## src/sv/sck_pkg.sv

```systemverilog
package sck_pkg;

  // configuration register indexes and field widths
  localparam int unsigned CfgIdxW      = 1;
  localparam int unsigned CfgDataW     = 16;
  localparam int unsigned ImageWidthW  = 12;
  localparam int unsigned ImageHeightW = 16;
  localparam int unsigned PixelColW    = 11;

  localparam logic [CfgIdxW-1:0] CfgImageWidth  = 1'b0;
  localparam logic [CfgIdxW-1:0] CfgImageHeight = 1'b1;

  localparam logic [ImageWidthW-1:0]  ImageWidthReset  = 12'd640;
  localparam logic [ImageHeightW-1:0] ImageHeightReset = 16'd480;

  localparam int unsigned MaxWidthDefault = 2048;

  // one rgb pixel as kept in the line stores
  typedef struct packed {
    logic [7:0] red;
    logic [7:0] green;
    logic [7:0] blue;
  } pixel_t;

  // input word
  typedef struct packed {
    logic [7:0] red_in;
    logic [7:0] green_in;
    logic [7:0] blue_in;
  } in_word_t;

  // output word
  typedef struct packed {
    logic [7:0]              red_out;
    logic [7:0]              green_out;
    logic [7:0]              blue_out;
    logic [ImageHeightW-1:0] pixel_row;
    logic [PixelColW-1:0]    pixel_col;
    logic                    run_last;
  } out_word_t;

endpackage

```

## src/sv/sck_kernel.sv

```systemverilog
module sck_kernel import sck_pkg::*; (
  input  pixel_t up_i,
  input  pixel_t ctr_i,
  input  pixel_t left_i,
  input  pixel_t right_i,
  input  pixel_t down_i,
  output pixel_t res_o
);

  // 5*centre minus the four cross neighbours, clamped to 0..255
  function automatic logic [7:0] sharpen_chan(input logic [7:0] ctr, input logic [7:0] up,
                                               input logic [7:0] lft, input logic [7:0] rgt,
                                               input logic [7:0] dwn);
    logic signed [11:0] acc;
    logic [7:0]         res;
    acc = $signed({2'b00, ctr, 2'b00}) + $signed({4'b0000, ctr})
        - $signed({4'b0000, up}) - $signed({4'b0000, lft})
        - $signed({4'b0000, rgt}) - $signed({4'b0000, dwn});
    if (acc < 12'sd0) begin
      res = 8'd0;
    end else if (acc > 12'sd255) begin
      res = 8'd255;
    end else begin
      res = acc[7:0];
    end
    return res;
  endfunction

  assign res_o.red   = sharpen_chan(ctr_i.red, up_i.red, left_i.red, right_i.red, down_i.red);
  assign res_o.green = sharpen_chan(ctr_i.green, up_i.green, left_i.green, right_i.green,
                                    down_i.green);
  assign res_o.blue  = sharpen_chan(ctr_i.blue, up_i.blue, left_i.blue, right_i.blue,
                                    down_i.blue);

endmodule

```

## config.mk

```make
export PLATFORM = sky130hd
export DESIGN_NAME = sck_kernel
export DESIGN_NICKNAME = d
export VERILOG_FILES = /design/src/sv/sck_pkg.sv /design/src/sv/sck_kernel.sv
export SDC_FILE = /design/constraint.sdc
export NUM_CORES = 1
export LEC_CHECK = 0
export BUFFER_PORTS_ARGS = -buffer_cell sky130_fd_sc_hd__buf_2
export CORE_UTILIZATION = 30
export DETAILED_ROUTE_END_ITERATION = 10
export SETUP_SLACK_MARGIN = 0.4
export SYNTH_ARGS = -nofsm -noshare
export SYNTH_HDL_FRONTEND = slang
export SYNTH_SLANG_ARGS = --single-unit
```

## constraint.sdc

```tcl
create_clock -name vclk -period 8.45
set_input_delay 0.845 -clock vclk [all_inputs]
set_output_delay 0.845 -clock vclk [all_outputs]
set_load 0.02 [all_outputs]
```

* After elaboration in Yosys (flattened, before gate mapping)
Index checks and enable logic that the tools add are counted.
** Storage, ports and cells
- Input port bits :: 120
- Flip-flop bits (word level) :: 0
- Logic and storage cells :: 27
- Output and inout port bits :: 24
** Cells by class
- $lt $le $gt $ge :: 6
- Add/sub/neg operators :: 15
- Mux-type cells :: 6
** Operators with widths (number)
- subtractor 12 x 9 -> 12 bit :: 9
- two-way mux 8 bit :: 6
- > comparator 12 x 9 -> 1 bit (second input constant) :: 3
- less-than comparator 12 x 1 -> 1 bit (second input constant) :: 3
- subtractor 11 x 8 -> 12 bit :: 3
- adder 10 x 8 -> 11 bit :: 3

* Depth between registers and ports, before layout
Gate-level depths: netlist of run 1.
- Depth in word-level cells :: 8
- Mapped depth :: 14
- Gate-level depth less buffers :: 14

* Least setup slack after synthesis of run 1
OpenSTA, ideal clock, no wires.
- Path kind :: input-to-output
- Start :: input up_i[1] (netlist name)
- End :: output res_o[0] (netlist name)
- Stages :: 13
- Arrival time :: 4281 ps
- Required time :: 7605 ps
- Buffers on the path :: 0
- Slack :: 3324 ps
- Cell sequence :: inv_1 > fa_1 > fa_1 > inv_1 > fa_1 > inv_1 > fa_1 > a211oi_2 > o21ai_2 > a221oi_2 > xnor2_1 > nor3_4 > a21oi_1
** RTL lines
- start, declared :: RTL line sck_kernel.sv:2 : input pixel_t up_i,
- end, declared :: RTL line sck_kernel.sv:7 : output pixel_t res_o

==> qor.json, run 1 <==
{
  "run_status": "completed",
  "synth_top_area_cell": "sky130_fd_sc_hd__fa_1",
  "gr-usage-met2_pct": 22.7,
  "fp.dieArea_um2": 14500,
  "static-leakage-power_nw": 3.05,
  "cp.arrival_ns": 4.65,
  "layout-drive-gt1-share_pct": 24.1,
  "remaining_drc_errors": 0,
  "worst_ir_drop_vdd_mv": 0.120,
  "syn-instance-count": 504,
  "fp.coreArea_um2": 13500,
  "design.portCount": 144,
  "slew_headroom_pct": 56.1,
  "synth_nets": 759,
  "antenna-diode-count": 0,
  "gpl.final_weighted_congestion": 0.801,
  "post_synth_num_cell_types": 21,
  "rsz0062_at_grt": "false",
  "port_buffers": 144,
  "grt_use_met3_pct": 0.708,
  "yosysWarnings": 0,
  "first_pass_grt_wire_length_um": 15200,
  "initial_utilization_pct": 31.3,
  "grt_remaining_overflow": 0,
  "grt-busiest-layer": "met2",
  "via_per_inst": 4.19,
  "wl_per_cell_um": 10.3,
  "grt_antenna_before_repair": 1,
  "worst_slew_pin_tran_ns": 0.658,
  "std_cell_rows": 42,
  "cp_data_required_time_ns": 7.61,
  "route.vias.total": 3454,
  "setup_ws_ns": 2.96,
  "worstSetupEndpointType": "primary output",
  "startpoint_type": "primary input",
  "detail-route-antenna-nets": 0,
  "grtUsageTotal_pct": 12.5,
  "final.clkbuf_count": 0,
  "seq_cell_count": 0,
  "layout.cells.most_common_list": "212 x sky130_fd_sc_hd__inv_1, 144 x sky130_fd_sc_hd__buf_2, 90 x sky130_fd_sc_hd__fa_1, 48 x sky130_fd_sc_hd__a21oi_1, 45 x sky130_fd_sc_hd__ha_1",
  "yosys-top-cells-area": "sky130_fd_sc_hd__fa_1 43%, sky130_fd_sc_hd__inv_1 19%, sky130_fd_sc_hd__ha_1 13%, sky130_fd_sc_hd__a21oi_1 5.7%, sky130_fd_sc_hd__xnor2_1 5.4%",
  "cts.repair_timing.setup_buffer_count": 0,
  "post-synth-top-area-fraction_pct": 42.8,
  "global_routing_usage_on_met1_pct": 17.2,
  "power-per-cell-area_nw_per_um2": 269,
  "first_global_vias": 3487,
  "area_growth_syn_to_layout_pct": 22.3,
  "slew_viol_final": 0,
  "dp_slack_ns": 2.92,
  "mostFrequentLayoutCell": "sky130_fd_sc_hd__inv_1",
  "finalHoldViolCount": 0,
  "largest_net_degree_at_the_start_of_global_routing": 9,
  "timing.max_cap.violations": 0,
  "final_net_count": 905,
  "setup-violations-final": 0,
  "finalCriticalPeriod_ns": 5.49,
  "cts_hold_repair.buffers": 0,
  "die_height_um": 121,
  "drt_iter0_markers": 45,
  "period_share_pct": 65.0,
  "floorplan.die.width_um": 121,
  "synthesis.area_per_instance_um2": 8.36,
  "path_max_fanout": 8,
  "route.final.wire_length_um": 8450,
  "detailed_place_hpwl_um": 8170,
  "synth_seq_area_share_pct": 0,
  "final-seq-area_um2": 0,
  "fin_setup_tns_ns": 0,
  "fillers": 1441,
  "ctsResizeCount": 0,
  "path_class": "primary input to primary output",
  "dr.pass1.iters": 4,
  "synth.cell_area_um2": 4210,
  "hold_path.class": "primary input to primary output",
  "max_freq_mhz": 182
}
==> per-stage QoR <==
step                hold WS, ns  utilization (%)  power (mW)  instance area (µm²)  instances
floorplan                  2.07                -        1.08                 4210        504
global placement           2.32             38.3        1.39                 5150        824
detailed placement         2.30             38.3        1.40                 5150        824
CTS                        2.32             38.3        1.41                 5150        824
global route               2.36             38.3        1.58                 5150        824
finish                     2.33             38.3        1.38                 5150        824
==> routing by layer <==
layer  routed length [µm]  up-vias
met5                    8        -
met4                   25        2
met3                  345        4
met2                 4140       74
met1                 3930     1606
li1                     -     1768
==> cells by family (layout without fill, tap and decap cells) <==
logic type	count (synthesis)	after routing	synth area share, %
buf+inv	212	356	18.9
simple gates	31	31	3.92
mux	2	2	0.475
compound gates	91	91	13.7
fa+ha+maj	135	135	56.1
xor+xnor	33	33	6.86
==> worst paths after layout <==
path / cells after the start / startpoint / end / slack, ns
max: 15 / up_i[1] / res_o[3] / 2.96
min: 5 / ctr_i[0] / res_o[0] / 2.33
==> critical path, stage by stage <==
cell,delay (ns)
sky130_fd_sc_hd__buf_2,0.07
sky130_fd_sc_hd__inv_1,0.04
sky130_fd_sc_hd__fa_1,0.51
sky130_fd_sc_hd__fa_1,0.55
sky130_fd_sc_hd__inv_1,0.05
sky130_fd_sc_hd__fa_1,0.54
sky130_fd_sc_hd__inv_1,0.07
sky130_fd_sc_hd__fa_1,0.46
sky130_fd_sc_hd__a211oi_2,0.29
sky130_fd_sc_hd__o21ai_2,0.13
sky130_fd_sc_hd__a221oi_2,0.27
sky130_fd_sc_hd__xnor2_1,0.13
sky130_fd_sc_hd__nor3_4,0.35
sky130_fd_sc_hd__a21oi_1,0.13
sky130_fd_sc_hd__buf_2,0.20
==> synth_stat cells (all sizes together) <==
cell      n
a211oi    3
a21o      9
a21oi    48
a221oi    3
a31oi     3
fa       90
ha       45
inv     212
mux2i     2
nand2    13
nand3     9
nor2      6
nor3      3
o211ai    6
o21a      3
o21ai    10
o21bai    3
o22ai     3
xnor2    26
xor2      7
==> cell type report <==
| class | instances | area [µm²] | share of cell area [%] |
|---|---|---|---|
| Inverter | 212 | 796 | 15.4 |
| Multi-Input combinational cell | 292 | 3420 | 66.3 |
| Tap cell | 176 | 220 | 4.27 |
| Timing Repair Buffer | 144 | 721 | 14.0 |
==> power breakdown <==
part           internal, mW  total, mW  switching (mW)
sequential                0          0               0
combinational         0.569       1.38           0.816
clock                     0          0               0
total                 0.569       1.38           0.816
No activity file was read; power rests on OpenSTA's default activity.
==> run 2, diff against run 1 <==
==> constraint.sdc (replaced) <==
create_clock -name vclk -period 4.5
set_input_delay 0.45 -clock vclk [all_inputs]
set_output_delay 0.45 -clock vclk [all_outputs]
set_load 0.02 [all_outputs]
==> run 2 against run 1 <==
Highest routed layer is now met4. Design area increased by 20%. Final cell count increased by 3.0%. Global-route usage increased by 1.1 points. Critical path depth increased by 1. Core utilization increased by 7.7 points. Clock-buffer cell count unchanged. First-iteration DRC count increased by 120%. Hold slack got worse by 0.79 ns.
==> qor.json, run 2 (synthesis gave the netlist of run 1 again) <==
{
  "die_height": {"value": 121, "unit": "µm", "change": "unchanged"},
  "largest_net_degree_at_the_start_of_global_routing": {"value": 9, "change": "unchanged"},
  "finalPower": {"value": 4.02, "unit": "mW", "change": "+190%"},
  "fillers": {"value": 1324, "change": "-8.1%"},
  "finalHoldViolCount": {"value": 0, "change": "unchanged"},
  "slew_viol_final": {"value": 0, "change": "unchanged"},
  "cp.arrival": {"value": 3.88, "unit": "ns", "change": "-0.77 ns"},
  "footprint_of_the_multi_input_gates": {"value": 3970, "unit": "µm²", "change": "+16%"},
  "finalCriticalPeriod_ns": 4.33,
  "worstSetupEndpointType": "primary output",
  "cts_hold_repair.buffers": {"value": 0, "change": "unchanged"},
  "worst_ir_drop_vdd": {"value": 0.236, "unit": "mV", "change": "+97%"},
  "mostFrequentLayoutCell": "sky130_fd_sc_hd__inv_1",
  "fin_setup_tns": {"value": 0, "unit": "ns", "change": "unchanged"},
  "run_status": "completed",
  "power-per-cell-area": {"value": 649, "unit": "nW/µm²", "change": "+140%"},
  "area_growth_syn_to_layout_pct": 46.9,
  "path_max_fanout": {"value": 8, "change": "unchanged"},
  "startpoint_type": "primary input",
  "static-leakage-power": {"value": 3.32, "unit": "nW", "change": "+8.9%"},
  "detail-route-antenna-nets": {"value": 0, "change": "unchanged"},
  "floorplan.die.width": {"value": 121, "unit": "µm", "change": "unchanged"},
  "detailed_place_hpwl": {"value": 8650, "unit": "µm", "change": "+5.9%"},
  "remaining_drc_errors": {"value": 0, "change": "unchanged"},
  "std_cell_rows": {"value": 42, "change": "unchanged"},
  "hold_path.class": "primary input to primary output",
  "final_net_count": {"value": 930, "change": "+2.8%"},
  "grt_antenna_before_repair": {"value": 0, "change": "-1"},
  "dr.pass1.iters": {"value": 4, "change": "unchanged"},
  "rsz0062_at_grt": "true",
  "cp_data_required_time": {"value": 4.05, "unit": "ns", "change": "-3.56 ns"},
  "seq_cell_count": {"value": 0, "change": "unchanged"},
  "first_global_vias": {"value": 3881, "change": "+11%"},
  "design.portCount": {"value": 144, "change": "unchanged"},
  "period_share_pct": 96.1,
  "route.final.wire_length": {"value": 9350, "unit": "µm", "change": "+11%"},
  "route.vias.total": {"value": 3616, "change": "+4.7%"},
  "final-seq-area": {"value": 0, "unit": "µm²", "change": "unchanged"},
  "layout.cells.most_common_list": "191 x sky130_fd_sc_hd__inv_1, 110 x sky130_fd_sc_hd__buf_2, 85 x sky130_fd_sc_hd__fa_1, 34 x sky130_fd_sc_hd__ha_1, 28 x sky130_fd_sc_hd__buf_6",
  "antenna-diode-count": {"value": 0, "change": "unchanged"},
  "grtUsageTotal": {"value": 13.6, "unit": "%", "change": "+1.1 points"},
  "first_pass_grt_wire_length": {"value": 16600, "unit": "µm", "change": "+9.1%"},
  "timing.max_cap.violations": {"value": 0, "change": "unchanged"},
  "max_freq_mhz": 231,
  "grt_remaining_overflow": {"value": 0, "change": "unchanged"},
  "drt_iter0_markers": {"value": 101, "change": "+120%"},
  "via_per_inst": {"value": 4.26, "change": "+1.6%"},
  "worst_slew_pin_tran": {"value": 0.357, "unit": "ns", "change": "-0.301 ns"},
  "gpl.final_weighted_congestion": {"value": 0.790, "change": "-1.4%"},
  "path_class": "primary input to primary output",
  "port_buffers": {"value": 144, "change": "unchanged"},
  "setup-violations-final": {"value": 0, "change": "unchanged"},
  "layout-drive-gt1-share": {"value": 38.6, "unit": "%", "change": "+15 points"},
  "fp.dieArea": {"value": 14500, "unit": "µm²", "change": "unchanged"},
  "wl_per_cell": {"value": 11.0, "unit": "µm", "change": "+7.5%"},
  "slew_headroom": {"value": 76.1, "unit": "%", "change": "+20 points"},
  "initial_utilization": {"value": 31.3, "unit": "%", "change": "unchanged"},
  "final.clkbuf_count": {"value": 0, "change": "unchanged"},
  "fp.coreArea": {"value": 13500, "unit": "µm²", "change": "unchanged"}
}
==> run 2: cell types whose count changed in the layout (fill, tap and decap cells not counted), moves of 11 or more <==
cell,delta
sky130_fd_sc_hd__buf_4,+24
sky130_fd_sc_hd__a21oi_4,+23
sky130_fd_sc_hd__ha_1,-11
sky130_fd_sc_hd__a21oi_1,-32
sky130_fd_sc_hd__ha_4,+11
sky130_fd_sc_hd__inv_1,-21
sky130_fd_sc_hd__buf_6,+28
sky130_fd_sc_hd__buf_2,-34
sky130_fd_sc_hd__inv_2,+17
==> run 2: layout make-up <==
class                      count  area share, %
inverter                     212           13.2
timing repair buffer         169           19.1
multi-input combinational    292           64.2
tap                          176           3.56
==> run 2: path summary, 6_finish.rpt <==
| kind | start | to | slack, ns | depth (start not counted) |
|---|---|---|---|---|
| worst min-delay path | ctr_i[0] | res_o[0] | 1.54 | 5 |
| worst max-delay path | right_i[7] | res_o[7] | 0.17 | 16 |
==> run 2: repair_timing <==
action	CTS	global route
gates resized for setup	65	33
buffers inserted	8	8
pin swaps	36	46
setup endpoints to repair	24	24
==> run 2: metal layers <==
layer	vias up	wire length [µm]	global-route usage, %
met3	4	318	0.330
met2	82	5060	26.5
met4	0	23	0.309
met5	-	0	0
li1	1813	-	-
met1	1717	3950	17.4
==> run 2: report_power, final <==
part	leakage, nW	switching, mW	total [mW]	internal (mW)
clock network	0	0	0	0
registers	0	0	0	0
logic	3.32	2.13	4.02	1.89
total	3.32	2.13	4.02	1.89
==> run 2: worst max-delay path, stage by stage <==
cell                       delay, ns
sky130_fd_sc_hd__buf_2          0.09
sky130_fd_sc_hd__inv_1          0.05
sky130_fd_sc_hd__fa_1           0.51
sky130_fd_sc_hd__fa_1           0.54
sky130_fd_sc_hd__inv_1          0.05
sky130_fd_sc_hd__fa_1           0.53
sky130_fd_sc_hd__inv_1          0.06
sky130_fd_sc_hd__ha_4           0.26
sky130_fd_sc_hd__a21o_1         0.20
sky130_fd_sc_hd__a21o_1         0.18
sky130_fd_sc_hd__a221oi_4       0.27
sky130_fd_sc_hd__xnor2_2        0.17
sky130_fd_sc_hd__nor3_4         0.06
sky130_fd_sc_hd__buf_12         0.16
sky130_fd_sc_hd__a21oi_4        0.16
sky130_fd_sc_hd__buf_6          0.13
==> run 2: per-stage QoR <==
step	instances	cell area (µm²)	utilization [%]	worst slack, ns	hold WS, ns
floorplan	504	4650	-	0.202	1.24
global placement	833	5690	42.3	-0.0206	1.53
detailed placement	833	5690	42.3	-0.0889	1.56
CTS	841	6000	44.6	0.104	1.54
global route	849	6190	46.0	0.0166	1.60
finish	849	6190	46.0	0.174	1.54
==> run 3, diff against run 2 <==
--- a/config.mk
+++ b/config.mk
@@ -8,6 +8,7 @@
 export BUFFER_PORTS_ARGS = -buffer_cell sky130_fd_sc_hd__buf_2
 export CORE_UTILIZATION = 30
 export DETAILED_ROUTE_END_ITERATION = 10
+export RECOVER_POWER = 50
 export SETUP_SLACK_MARGIN = 0.4
 export SYNTH_ARGS = -nofsm -noshare
 export SYNTH_HDL_FRONTEND = slang
==> run 3 against run 2 <==
Via count is 0.25% lower. Fmax about the same. Design area fell by 0.30%. Critical path depth did not move. Total power fell by 0.62%. Global-route usage unchanged. Non-clock buffer count stayed put. Sequential share of layout area stayed put. Routed wire length about the same. Die area is the same.
==> qor.json, run 3 (synthesis gave the netlist of run 1 again) <==
{
  "area_growth_syn_to_layout_pct": 46.4,
  "first_global_vias": {"value": 3881, "change": "unchanged"},
  "port_buffers": {"value": 144, "change": "unchanged"},
  "initial_utilization": {"value": 31.3, "unit": "%", "change": "unchanged"},
  "worst_ir_drop_vdd": {"value": 0.236, "unit": "mV", "change": "-0.16%"},
  "design.portCount": {"value": 144, "change": "unchanged"},
  "slew_headroom": {"value": 76.1, "unit": "%", "change": "unchanged"},
  "max_freq": {"value": 231, "unit": "MHz", "change": "about the same"},
  "grt_remaining_overflow": {"value": 0, "change": "unchanged"},
  "setup-violations-final": {"value": 0, "change": "unchanged"},
  "seq_cell_count": {"value": 0, "change": "unchanged"},
  "route.vias.total": {"value": 3607, "change": "-0.25%"},
  "floorplan.die.width": {"value": 121, "unit": "µm", "change": "unchanged"},
  "finalCriticalPeriod": {"value": 4.33, "unit": "ns", "change": "+0.000225 ns"},
  "final.clkbuf_count": {"value": 0, "change": "unchanged"},
  "cp_data_required_time": {"value": 4.05, "unit": "ns", "change": "about the same"},
  "run_status": "completed",
  "hold_path.class": "primary input to primary output",
  "std_cell_rows": {"value": 42, "change": "unchanged"},
  "path_max_fanout": {"value": 8, "change": "unchanged"},
  "detail-route-antenna-nets": {"value": 0, "change": "unchanged"},
  "cts_hold_repair.buffers": {"value": 0, "change": "unchanged"},
  "largest_net_degree_at_the_start_of_global_routing": {"value": 9, "change": "unchanged"},
  "die_height": {"value": 121, "unit": "µm", "change": "unchanged"},
  "postLayoutCellArea": {"value": 6170, "unit": "µm²", "change": "-0.30%"},
  "fp.coreArea": {"value": 13500, "unit": "µm²", "change": "unchanged"},
  "route.final.wire_length": {"value": 9350, "unit": "µm", "change": "about the same"},
  "path_class": "primary input to primary output",
  "period_share": {"value": 96.1, "unit": "%", "change": "about the same"},
  "finalHoldViolCount": {"value": 0, "change": "unchanged"},
  "wl_per_cell": {"value": 11.0, "unit": "µm", "change": "about the same"},
  "layout-drive-gt1-share": {"value": 38.3, "unit": "%", "change": "-0.30 points"},
  "critPathMaxStageDelay": {"value": 0.52, "unit": "ns", "change": "-0.02 ns"},
  "hold_ws": {"value": 1.54, "unit": "ns", "change": "unchanged"},
  "dr.pass1.iters": {"value": 4, "change": "unchanged"},
  "layout.cells.most_common_list": "191 x sky130_fd_sc_hd__inv_1, 110 x sky130_fd_sc_hd__buf_2, 85 x sky130_fd_sc_hd__fa_1, 34 x sky130_fd_sc_hd__ha_1, 28 x sky130_fd_sc_hd__buf_6",
  "timing.max_cap.violations": {"value": 0, "change": "unchanged"},
  "antenna-diode-count": {"value": 0, "change": "unchanged"},
  "gpl.final_weighted_congestion": {"value": 0.790, "change": "unchanged"},
  "worst_path_most_repeated_cell": "sky130_fd_sc_hd__fa_1",
  "final_net_count": {"value": 930, "change": "unchanged"},
  "worstSetupEndpointType": "primary output",
  "power-per-cell-area": {"value": 647, "unit": "nW/µm²", "change": "-0.32%"},
  "final-seq-area": {"value": 0, "unit": "µm²", "change": "unchanged"},
  "setup_ws": {"value": 0.173, "unit": "ns", "change": "-0.000225 ns"},
  "remaining_drc_errors": {"value": 0, "change": "unchanged"},
  "first_pass_grt_wire_length": {"value": 16600, "unit": "µm", "change": "unchanged"},
  "grtUsageTotal": {"value": 13.6, "unit": "%", "change": "unchanged"},
  "dpl-instance-area": {"value": 5690, "unit": "µm²", "change": "unchanged"},
  "via_per_inst": {"value": 4.25, "change": "-0.25%"},
  "critical_path.cell_chain": "buf_2 -> fa_1 -> inv_1 -> fa_1 -> inv_1 -> fa_1 -> inv_2 -> ha_4 -> a211oi_2 -> o21ai_1 -> a221oi_2 -> xnor2_1 -> nor3_4 -> buf_12 -> a21oi_2 -> clkbuf_2",
  "cp.arrival": {"value": 3.88, "unit": "ns", "change": "about the same"},
  "static-leakage-power": {"value": 3.31, "unit": "nW", "change": "-0.28%"},
  "slew_viol_final": {"value": 0, "change": "unchanged"},
  "fp.dieArea": {"value": 14500, "unit": "µm²", "change": "unchanged"},
  "mostFrequentLayoutCell": "sky130_fd_sc_hd__inv_1",
  "startpoint_type": "primary input",
  "dp_slack": {"value": -0.0889, "unit": "ns", "change": "unchanged"},
  "crit_path_top_delay_cell": "sky130_fd_sc_hd__fa_1",
  "rsz0062_at_grt": "true",
  "drt_iter0_markers": {"value": 87, "change": "-14%"},
  "fin_setup_tns": {"value": 0, "unit": "ns", "change": "unchanged"},
  "grt_antenna_before_repair": {"value": 0, "change": "unchanged"},
  "worst_slew_pin_tran": {"value": 0.357, "unit": "ns", "change": "unchanged"},
  "detailed_place_hpwl": {"value": 8650, "unit": "µm", "change": "unchanged"}
}
run 3: changes by cell type in the layout (fill, tap and decap cells not counted):
cell / previous run / this run
sky130_fd_sc_hd__o21ai_1: 1 / 2
sky130_fd_sc_hd__xnor2_2: 4 / 3
sky130_fd_sc_hd__xnor2_1: 22 / 23
sky130_fd_sc_hd__buf_4: 24 / 21
sky130_fd_sc_hd__o21ai_2: 3 / 2
sky130_fd_sc_hd__clkbuf_2: 0 / 3
run 3: routing by layer:
metal | GRT usage, % | routed length, µm | up-vias | share of wire (%)
li1 | - | - | 1815 | -
met4 | 0.309 | 23 | 0 | 0.25
met1 | 17.4 | 3960 | 1708 | 42
met3 | 0.330 | 311 | 4 | 3.3
met2 | 26.5 | 5050 | 80 | 54
met5 | 0 | 0 | - | 0
run 3: worst max-delay path, delay by kind of cell:
family / cells / cell delay, ns
adder cells (fa/ha/maj): 4 / 1.73
AO/OA/AOI/OAI: 4 / 0.84
buffers and inverters: 6 / 0.59
XOR/XNOR: 1 / 0.20
AND/OR/NAND/NOR: 1 / 0.06
run 3: where the power goes:
group	switching [mW]	internal, mW
Clock	0	0
Sequential	0	0
Combinational	2.12	1.87
run 3: path summary, 6_finish.rpt:
kind | startpoint | cells past startpoint | end | slack (ns)
setup / recovery | down_i[18] | 16 | res_o[18] | 0.17
hold / removal | ctr_i[0] | 5 | res_o[0] | 1.54
run 3: area by class of cell:
class | count | area [µm²]
well taps | 176 | 220
multi-input cells | 292 | 3960
inverters | 212 | 816
fillers | 1331 | 7280
repair buffers | 169 | 1170
run 3: repair_timing:
| item | in CTS | in global routing |
|---|---|---|
| hold endpoints to repair | 0 | 0 |
| setup endpoints to repair | 24 | 24 |
| pin swaps | 36 | 46 |
| setup buffers | 8 | 8 |
| resized for setup | 65 | 33 |
run 3: per-stage QoR:
stage | util, % | total power [mW] | cells
2_1_floorplan | - | 2.63 | 504
3_3_place_gp | 42.3 | 3.36 | 833
3_5_place_dp | 42.3 | 3.42 | 833
4_1_cts | 44.6 | 3.80 | 841
5_1_grt | 45.9 | 4.39 | 849
6_report | 45.9 | 3.99 | 849
